**config.mk**
```make
export PLATFORM = sky130hd
export DESIGN_NAME = imh_front
export DESIGN_NICKNAME = d
export VERILOG_FILES = /design/src/rtl/imh_pkg.sv /design/src/rtl/imh_front.sv
export SDC_FILE = /design/constraint.sdc
export NUM_CORES = 1
export LEC_CHECK = 0
export ABC_AREA = 1
export BUFFER_PORTS_ARGS = -buffer_cell sky130_fd_sc_hd__buf_2
export CORE_UTILIZATION = 52
export CTS_CLUSTER_SIZE = 8
export DETAILED_ROUTE_END_ITERATION = 8
export PLACE_DENSITY = 0.8
export SYNTH_ARGS = -nofsm -noshare
export SYNTH_HDL_FRONTEND = slang
export SYNTH_SLANG_ARGS = --single-unit
```
**constraint.sdc**
```tcl
create_clock -name clk -period 3.69 [get_ports clk]
set_input_delay 0.5535 -clock clk [delete_from_list [all_inputs] [get_ports clk]]
set_output_delay 0.5535 -clock clk [all_outputs]
set_load 0.03 [all_outputs]
```
**src/rtl/imh_pkg.sv**
```systemverilog
// shared types and constants for the indexed min-heap
`timescale 1ns / 1ps
package imh_pkg;

    // field widths on the ports
    localparam int KIND_W   = 2;
    localparam int ID_W     = 8;
    localparam int KEY_W    = 32;
    localparam int STATUS_W = 2;
    localparam int CNT_W    = 9;
    localparam int APB_AW   = 3;
    localparam int APB_DW   = 32;

    // default sizes
    localparam int DEF_CAPACITY = 256;
    localparam int DEF_NUM_IDS  = 256;
    localparam int DEF_KEY_BITS = 32;

    // reset value of the capacity limit register
    localparam logic [CNT_W-1:0] CAP_LIMIT_RESET = 9'd256;

    // register index taken from the word address bit
    localparam logic REG_CAPACITY_LIMIT = 1'b0;

    // request kind codes
    localparam logic [KIND_W-1:0] KIND_ADD    = 2'd0;
    localparam logic [KIND_W-1:0] KIND_REMOVE = 2'd1;
    localparam logic [KIND_W-1:0] KIND_UPDATE = 2'd2;
    localparam logic [KIND_W-1:0] KIND_QUERY  = 2'd3;

    // result status codes
    typedef enum logic [STATUS_W-1:0] {
        STAT_OK      = 2'd0,
        STAT_FULL    = 2'd1,
        STAT_ABSENT  = 2'd2,
        STAT_PRESENT = 2'd3
    } status_t;

    // classified operation handed to the back end
    typedef enum logic [2:0] {
        OP_ADD,
        OP_REMOVE,
        OP_UPDATE,
        OP_QUERY,
        OP_BAD_ID
    } op_t;

    // control part of a queued request
    typedef struct packed {
        logic valid;
        op_t  op;
    } req_ctrl_t;

    // heap engine states
    typedef enum logic [3:0] {
        ST_IDLE,
        ST_POS_WAIT,
        ST_LAST_WAIT,
        ST_UP,
        ST_UP_WAIT,
        ST_DOWN,
        ST_DL_WAIT,
        ST_DR_WAIT,
        ST_DECIDE,
        ST_WRITE,
        ST_DONE
    } state_t;

endpackage

```
**src/rtl/imh_front.sv**
```systemverilog
// front end: accepts requests, classifies them and queues them
`timescale 1ns / 1ps
module imh_front #(
    parameter int NUM_IDS  = imh_pkg::DEF_NUM_IDS,
    parameter int KEY_BITS = imh_pkg::DEF_KEY_BITS,
    parameter int ID_IW    = $clog2(NUM_IDS)
) (
    input  logic                        clk,
    input  logic                        rst_n,
    input  logic                        in_valid,
    output logic                        in_ready,
    input  logic [imh_pkg::KIND_W-1:0]  kind,
    input  logic [imh_pkg::ID_W-1:0]    entry_id,
    input  logic [imh_pkg::KEY_W-1:0]   key,
    output imh_pkg::req_ctrl_t          head_ctrl,
    output logic [ID_IW-1:0]            head_id,
    output logic [KEY_BITS-1:0]         head_key,
    input  logic                        head_pop
);

    localparam int IDX_W = ((ID_IW > imh_pkg::ID_W) ? ID_IW : imh_pkg::ID_W) + 1;
    localparam int KW_MAX = (KEY_BITS > imh_pkg::KEY_W) ? KEY_BITS : imh_pkg::KEY_W;

    imh_pkg::op_t            op_q   [2];
    logic [ID_IW-1:0]        id_q   [2];
    logic [KEY_BITS-1:0]     key_q  [2];
    logic                    wr_ptr_reg;
    logic                    rd_ptr_reg;
    logic [1:0]              fill_reg;
    logic [1:0]              fill_next;

    imh_pkg::op_t            cls_op;
    logic [IDX_W-1:0]        id_wide;
    logic [KW_MAX-1:0]       key_wide;
    logic                    push;
    logic                    pop;

    // classify the incoming request
    assign id_wide  = IDX_W'(entry_id);
    assign key_wide = KW_MAX'(key);

    always_comb
    begin
        unique case (kind)
            imh_pkg::KIND_ADD:    cls_op = imh_pkg::OP_ADD;
            imh_pkg::KIND_REMOVE: cls_op = imh_pkg::OP_REMOVE;
            imh_pkg::KIND_UPDATE: cls_op = imh_pkg::OP_UPDATE;
            default:              cls_op = imh_pkg::OP_QUERY;
        endcase
        if (kind != imh_pkg::KIND_QUERY && id_wide >= IDX_W'(NUM_IDS))
        begin
            cls_op = imh_pkg::OP_BAD_ID;
        end
    end

    // two-entry request queue
    assign in_ready = (fill_reg != 2'd2);
    assign push     = in_valid && in_ready;
    assign pop      = head_pop && (fill_reg != 2'd0);

    always_comb
    begin
        fill_next = fill_reg;
        if (push && !pop)
        begin
            fill_next = fill_reg + 2'd1;
        end
        else if (pop && !push)
        begin
            fill_next = fill_reg - 2'd1;
        end
    end

    always_ff @(posedge clk or negedge rst_n)
    begin
        if (!rst_n)
        begin
            wr_ptr_reg <= 1'b0;
            rd_ptr_reg <= 1'b0;
            fill_reg   <= 2'd0;
        end
        else
        begin
            fill_reg <= fill_next;
            if (push)
            begin
                wr_ptr_reg <= ~wr_ptr_reg;
            end
            if (pop)
            begin
                rd_ptr_reg <= ~rd_ptr_reg;
            end
        end
    end

    // queue payload storage
    always_ff @(posedge clk)
    begin
        if (push)
        begin
            op_q[wr_ptr_reg]  <= cls_op;
            id_q[wr_ptr_reg]  <= id_wide[ID_IW-1:0];
            key_q[wr_ptr_reg] <= key_wide[KEY_BITS-1:0];
        end
    end

    assign head_ctrl.valid = (fill_reg != 2'd0);
    assign head_ctrl.op    = op_q[rd_ptr_reg];
    assign head_id         = id_q[rd_ptr_reg];
    assign head_key        = key_q[rd_ptr_reg];

endmodule

```
==> results.py, run 1 <==
metrics = {
    "timing": {
        "setup_viol": 0,
        "fmax_mhz": 398,
        "slew_viol_final": 0,
        "min_period_ns": 2.51,
        "fin_tns_setup_ns": 0,
        "rsz0062_at_grt": "no",
        "maxSlewHeadroom": 0.424,
        "whs_ns": 0.393,
        "finalHoldViolCount": 0,
        "period_share": 0.681,
        "setup_ws_ns": 1.18,
        "tightest_slew_ns": 0.865,
        "clock_skew_ns": 0.00408,
    },
    "layout": {
        "fillers": 475,
        "drive_above_1_share": 0.353,
        "antenna_cells": 0,
        "reg_top3": "key_q: 64 flops, id_q: 16 flops, op_q: 4 flops",
        "finalInstanceArea_um2": 4020,
        "multi_input_area_um2": 616,
        "final_cell_mix": "nand2_1 (123), buf_2 (89), edfxtp_1 (84)",
        "stdcell_count": 423,
        "layout_commonest_cell": "nand2_1",
        "nNetsFinal": 390,
        "regArea_um2": 2620,
        "postLayoutCoreUtil": 0.660,
        "top_register": "key_q",
        "area_growth_pct": 19.3,
        "largest_register_ffs": 64,
    },
    "synthesis": {
        "synth_top_area_share": 0.748,
        "ys_warn_count": 0,
        "syn_nets": 299,
        "synth_area_leaders": "edfxtp_1 (75%), nand2_1 (14%), dfrtp_1 (3.0%)",
        "ys_seq_elements": 88,
        "ys_seq_area_frac": 0.778,
        "ys_types": 18,
        "syn_area_um2": 3370,
        "synth_top_cell_by_area": "edfxtp_1",
        "synthCells": 252,
        "syn_area_per_cell_um2": 13.4,
    },
    "power_and_ir_drop": {
        "power_density_nw_per_um2": 866,
        "ir_drop_v": 0.000509,
        "p_int_mw": 2.02,
        "pwr-share-comb": 0.392,
        "clockPowerShare": 0.174,
        "p_sw_frac": 0.421,
        "net-switching-power_mw": 1.47,
        "total_power_mw": 3.48,
        "p_leak_nw": 1.76,
        "seq_power_share": 0.433,
    },
    "setup_path": {
        "crit_top_cell": "nand2_1",
        "cp_slowest_stage_delay_ns": 0.94,
        "startpoint_type": "register",
        "cp-end-kind": "output port",
        "cp_cell_sequence": "inv_8 > nand2_1 > nand2_1 > buf_2",
        "path_buf_inv": 2,
        "slowest_stage": "dfrtp_2",
        "cp.arrival_ns": 1.96,
        "cp_max_fo": 44,
        "path_delay_family": "flip-flops",
        "critical_path_class": "reg -> out",
        "critPathRequiredTime_ns": 3.14,
    },
    "grt": {
        "grt_pass1_wl_um": 8680,
        "grt_max_degree": 45,
        "antenna_found_initial": 0,
        "grt_use_total": 0.181,
        "grt-ovfl-total": 0,
        "grt_pass1_vias": 1869,
    },
    "placed_design": {
        "dpl.cell_count": 406,
        "gp_congestion": 0.700,
        "port_buffers": 89,
        "place_area_um2": 3830,
        "post-place-ws_ns": 1.54,
        "post-dp-hpwl_um": 3680,
    },
    "worst_hold_path": {
        "hold_path_class": "in -> reg",
    },
    "die": {
        "initial_utilization": 0.553,
        "die_height_um": 82.5,
        "die-area_um2": 6810,
        "core_region_area_um2": 6100,
        "ios": 91,
        "die_w_um": 82.5,
        "rows": 28,
    },
    "routing": {
        "dr_total_vias": 2082,
        "drt_pass1_iterations": 4,
        "drtAntennaViolNets": 0,
        "wirelength_um": 5830,
        "via_per_inst": 4.92,
        "wl_per_cell_um": 13.8,
        "drc": 0,
        "drt_iter0_markers": 105,
    },
    "clock_network": {
        "cts_tree": "yes",
        "numCtsBuffers": 9,
        "cts_root_buf": "clkbuf_8",
        "htreeDepth": 3,
        "postCtsHoldBufs": 1,
        "clk_pin_slew_ns": 0.08,
        "clkSinkCount": 88,
        "cts_resized": 0,
        "clockBufferDepth": 2,
        "clock_latency_ns": 0.34,
        "postCtsSetupBuffers": 0,
    },
    "job": {
        "max_cap_violations": 0,
    },
    "status": {
        "status": "complete, no violations",
    },
}
==> final timing paths <==
path | end | start | depth (start not counted) | slack [ns]
max in group asynchronous | rd_ptr_reg | rst_n | 2 | 2.99
min in group asynchronous | fill_reg[0] | rst_n | 2 | 0.56
worst min-delay path | id_q[1][6] | entry_id[6] | 1 | 0.39
worst max register to register | id_q[0][2] | fill_reg[0] | 5 | 1.78
worst min register to register | fill_reg[0] | fill_reg[0] | 1 | 0.53
worst max-delay path | head_id[4] | rd_ptr_reg | 4 | 1.18
==> power by group through the flow <==
stage	Combinational [mW]	Sequential [mW]	Clock, mW
6_report	1.37	1.51	0.607
5_1_grt	1.50	1.54	0.647
3_5_place_dp	1.38	1.53	0
4_1_cts	1.38	1.51	0.621
2_1_floorplan	1.13	1.45	0
3_3_place_gp	1.36	1.53	0
==> cell type report <==
cell class | instances | share of cell area
Clock buffer | 14 | 0.0429
Clock inverter | 2 | 0.00311
Inverter | 7 | 0.00840
Multi-Input combinational cell | 145 | 0.153
Sequential cell | 88 | 0.652
Tap cell | 75 | 0.0233
Timing Repair Buffer | 92 | 0.117
==> cell families (layout without fill, tap and decap cells) <==
group | after synthesis | count (layout) | share of synthesized area
and+or+nand+nor | 141 | 141 | 0.168
DFF | 88 | 88 | 0.778
buffers and inverters | 19 | 115 | 0.0438
xor gates and xnor gates | 2 | 2 | 0.00520
adders and majority gates | 1 | 1 | 0.00371
other | 1 | 1 | 0.00111
==> synthesized netlist by cell type <==
cell type / number
nand3_1: 2
clkbuf_1: 2
conb_1: 1
inv_1: 5
edfxtp_1: 84
ha_1: 1
xor2_1: 1
nor2_1: 2
inv_2: 1
nand4_1: 1
buf_6: 5
nand2_1: 123
xnor2_1: 1
dfrtp_1: 4
buf_4: 4
nand2_2: 13
inv_8: 1
buf_12: 1
==> per-layer routing <==
metal	vias to the layer above	track usage	share of wire
met5	-	0	0
met4	0	0.0845	0.017
met3	10	0.0473	0.074
met2	87	0.288	0.48
met1	968	0.234	0.43
li1	1017	-	-
No activity file was read; power rests on OpenSTA's default activity.
==> run 2, diff against run 1 <==
--- a/config.mk
+++ b/config.mk
@@ -7,10 +7,10 @@
 export LEC_CHECK = 0
 export ABC_AREA = 1
 export BUFFER_PORTS_ARGS = -buffer_cell sky130_fd_sc_hd__buf_2
-export CORE_UTILIZATION = 52
+export CORE_UTILIZATION = 47
 export CTS_CLUSTER_SIZE = 8
 export DETAILED_ROUTE_END_ITERATION = 8
-export PLACE_DENSITY = 0.8
+export PLACE_DENSITY = 0.77
 export SYNTH_ARGS = -nofsm -noshare
 export SYNTH_HDL_FRONTEND = slang
 export SYNTH_SLANG_ARGS = --single-unit
==> constraint.sdc (replaced) <==
create_clock -name clk -period 2.17 [get_ports clk]
set_input_delay 0.3255 -clock clk [delete_from_list [all_inputs] [get_ports clk]]
set_output_delay 0.3255 -clock clk [all_outputs]
set_load 0.03 [all_outputs]
==> run 2 against run 1 <==
Net effect:
- global-route usage is 1.5 points lower
- combinational power is 79% higher
- cell area is 1.8% higher
- non-clock buffer count is 4 higher
- register-to-register slack worse by 1.1 ns
- critical path type unchanged
==> results.py, run 2 (synthesis results as in run 1) <==
metrics = {
    "power_and_ir_drop": {
        "ir_drop_v": 0.000767,
        "total_power_mw": 6.05,
        "p_leak_nw": 1.78,
        "power_density_nw_per_um2": 1480,
    },
    "layout": {
        "top_register": "key_q",
        "layout_commonest_cell": "nand2_1",
        "area_growth_pct": 21.5,
        "largest_register_ffs": 64,
        "nNetsFinal": 394,
        "stdcell_count": 448,
        "final_cell_mix": "nand2_1 (123), buf_2 (89), edfxtp_1 (84)",
        "fillers": 564,
        "reg_top3": "key_q: 64 flops, id_q: 16 flops, op_q: 4 flops",
        "drive_above_1_share": 0.366,
        "antenna_cells": 0,
    },
    "setup_path": {
        "crit_path_start": "rd_ptr_reg",
        "critical_path_class": "reg -> out",
        "path_delay_family": "flip-flops",
        "slowest_stage": "dfrtp_2",
        "cp.depth": 4,
        "cp.arrival_ns": 1.59,
        "reg2reg_slack_ns": 0.64,
        "cp_slowest_stage_delay_ns": 0.60,
        "crit_path_end": "head_key[11]",
        "cp_cell_sequence": "buf_4 > nand2_1 > nand2_1 > buf_2",
        "crit_top_cell": "nand2_1",
        "cp-end-kind": "output port",
        "r2r-start": "fill_reg[0]",
        "path_buf_inv": 2,
        "cp_max_fo": 17,
        "startpoint_type": "register",
        "critPathRequiredTime_ns": 1.84,
        "r2r-end": "key_q[0][2]",
        "r2r.worst_path.cells": 5,
    },
    "timing": {
        "period_share": 0.882,
        "min_period_ns": 1.91,
        "rsz0062_at_grt": "no",
        "slew_viol_final": 0,
        "fin_tns_setup_ns": 0,
        "fmax_mhz": 523,
        "clock_skew_ns": 0.00737,
        "setup_viol": 0,
        "finalHoldViolCount": 0,
        "setup_ws_ns": 0.257,
        "whs_ns": 0.162,
    },
    "grt": {
        "grt_use_total": 0.167,
        "grt-ovfl-total": 0,
        "grt_pass1_wl_um": 9140,
        "grt_max_degree": 44,
        "antenna_found_initial": 0,
        "grt_pass1_vias": 1936,
    },
    "die": {
        "core_region_area_um2": 6870,
        "die_height_um": 86.7,
        "ios": 91,
        "initial_utilization": 0.491,
        "die-area_um2": 7510,
        "rows": 30,
        "die_w_um": 86.7,
    },
    "status": {
        "status": "complete, no violations",
    },
    "placed_design": {
        "port_buffers": 89,
        "post-place-ws_ns": 0.610,
        "dpl.cell_count": 431,
        "gp_congestion": 0.688,
        "post-dp-hpwl_um": 3830,
    },
    "routing": {
        "drtAntennaViolNets": 0,
        "drc": 0,
        "wirelength_um": 5750,
        "drt_iter0_markers": 97,
        "via_per_inst": 4.54,
        "dr_total_vias": 2036,
        "drt_pass1_iterations": 4,
        "wl_per_cell_um": 12.8,
    },
    "job": {
        "max_cap_violations": 0,
    },
    "clock_network": {
        "cts_tree": "yes",
        "cts_root_buf": "clkbuf_8",
        "postCtsSetupBuffers": 0,
        "htreeDepth": 3,
        "numCtsBuffers": 9,
        "clkSinkCount": 88,
        "clk_pin_slew_ns": 0.09,
        "clockBufferDepth": 2,
        "clock_latency_ns": 0.34,
    },
    "worst_hold_path": {
        "hold_path_class": "in -> reg",
        "worstHoldStart": "kind[0]",
    },
}
==> run 2: cell count changes in the layout (fill, tap and decap cells not counted), sizes merged <==
cell	change
bufinv	+1
buf	+4
inv	+3
clkbuf	-5
clkinv	+1
==> run 2: final cells by class <==
class                           count  area (um2)  area share
Timing Repair Buffer               96         500       0.122
Sequential cell                    88        2620       0.641
Multi-Input combinational cell    145         616       0.150
Clock inverter                      7        77.6      0.0189
Inverter                            7        33.8     0.00825
Clock buffer                        9         124      0.0302
Tap cell                           96         120      0.0293
==> run 2: per-layer routing <==
layer / vias to the layer above / track usage / wire length [um]
li1: 1025 / - / -
met1: 926 / 0.216 / 2580
met2: 77 / 0.268 / 2750
met3: 8 / 0.0390 / 334
met4: 0 / 0.0773 / 80
met5: - / 0 / 0
==> run 2: timing repair <==
item / CTS / global route
hold buffers: 1 / 0
endpoints found under the hold margin: 4 / 0
setup endpoints to repair: 0 / 0
resized for setup: 0 / 0
==> run 2: how the worst min path moves through the flow <==
stage	endpoint	slack, ns	cells past startpoint
final	op_q[0][0]	0.16	1
after global routing	op_q[0][0]	0.15	1
after CTS	op_q[0][0]	0.15	1
after detailed placement	wr_ptr_reg	0.14	1
after global placement	wr_ptr_reg	0.14	1
after floorplan	fill_reg[0]	0.03	0
==> run 2: metrics by stage <==
step,area [um2],util
after detailed placement,3880,0.565
after global placement,3880,0.565
after CTS,4100,0.596
final,4100,0.596
after global routing,4100,0.596
after floorplan,3380,-
==> run 2: where the power goes <==
part	leakage (nW)	switching, mW	internal (mW)
registers	0.828	0.164	2.32
logic	0.855	1.81	0.634
clock network	0.101	0.574	0.544
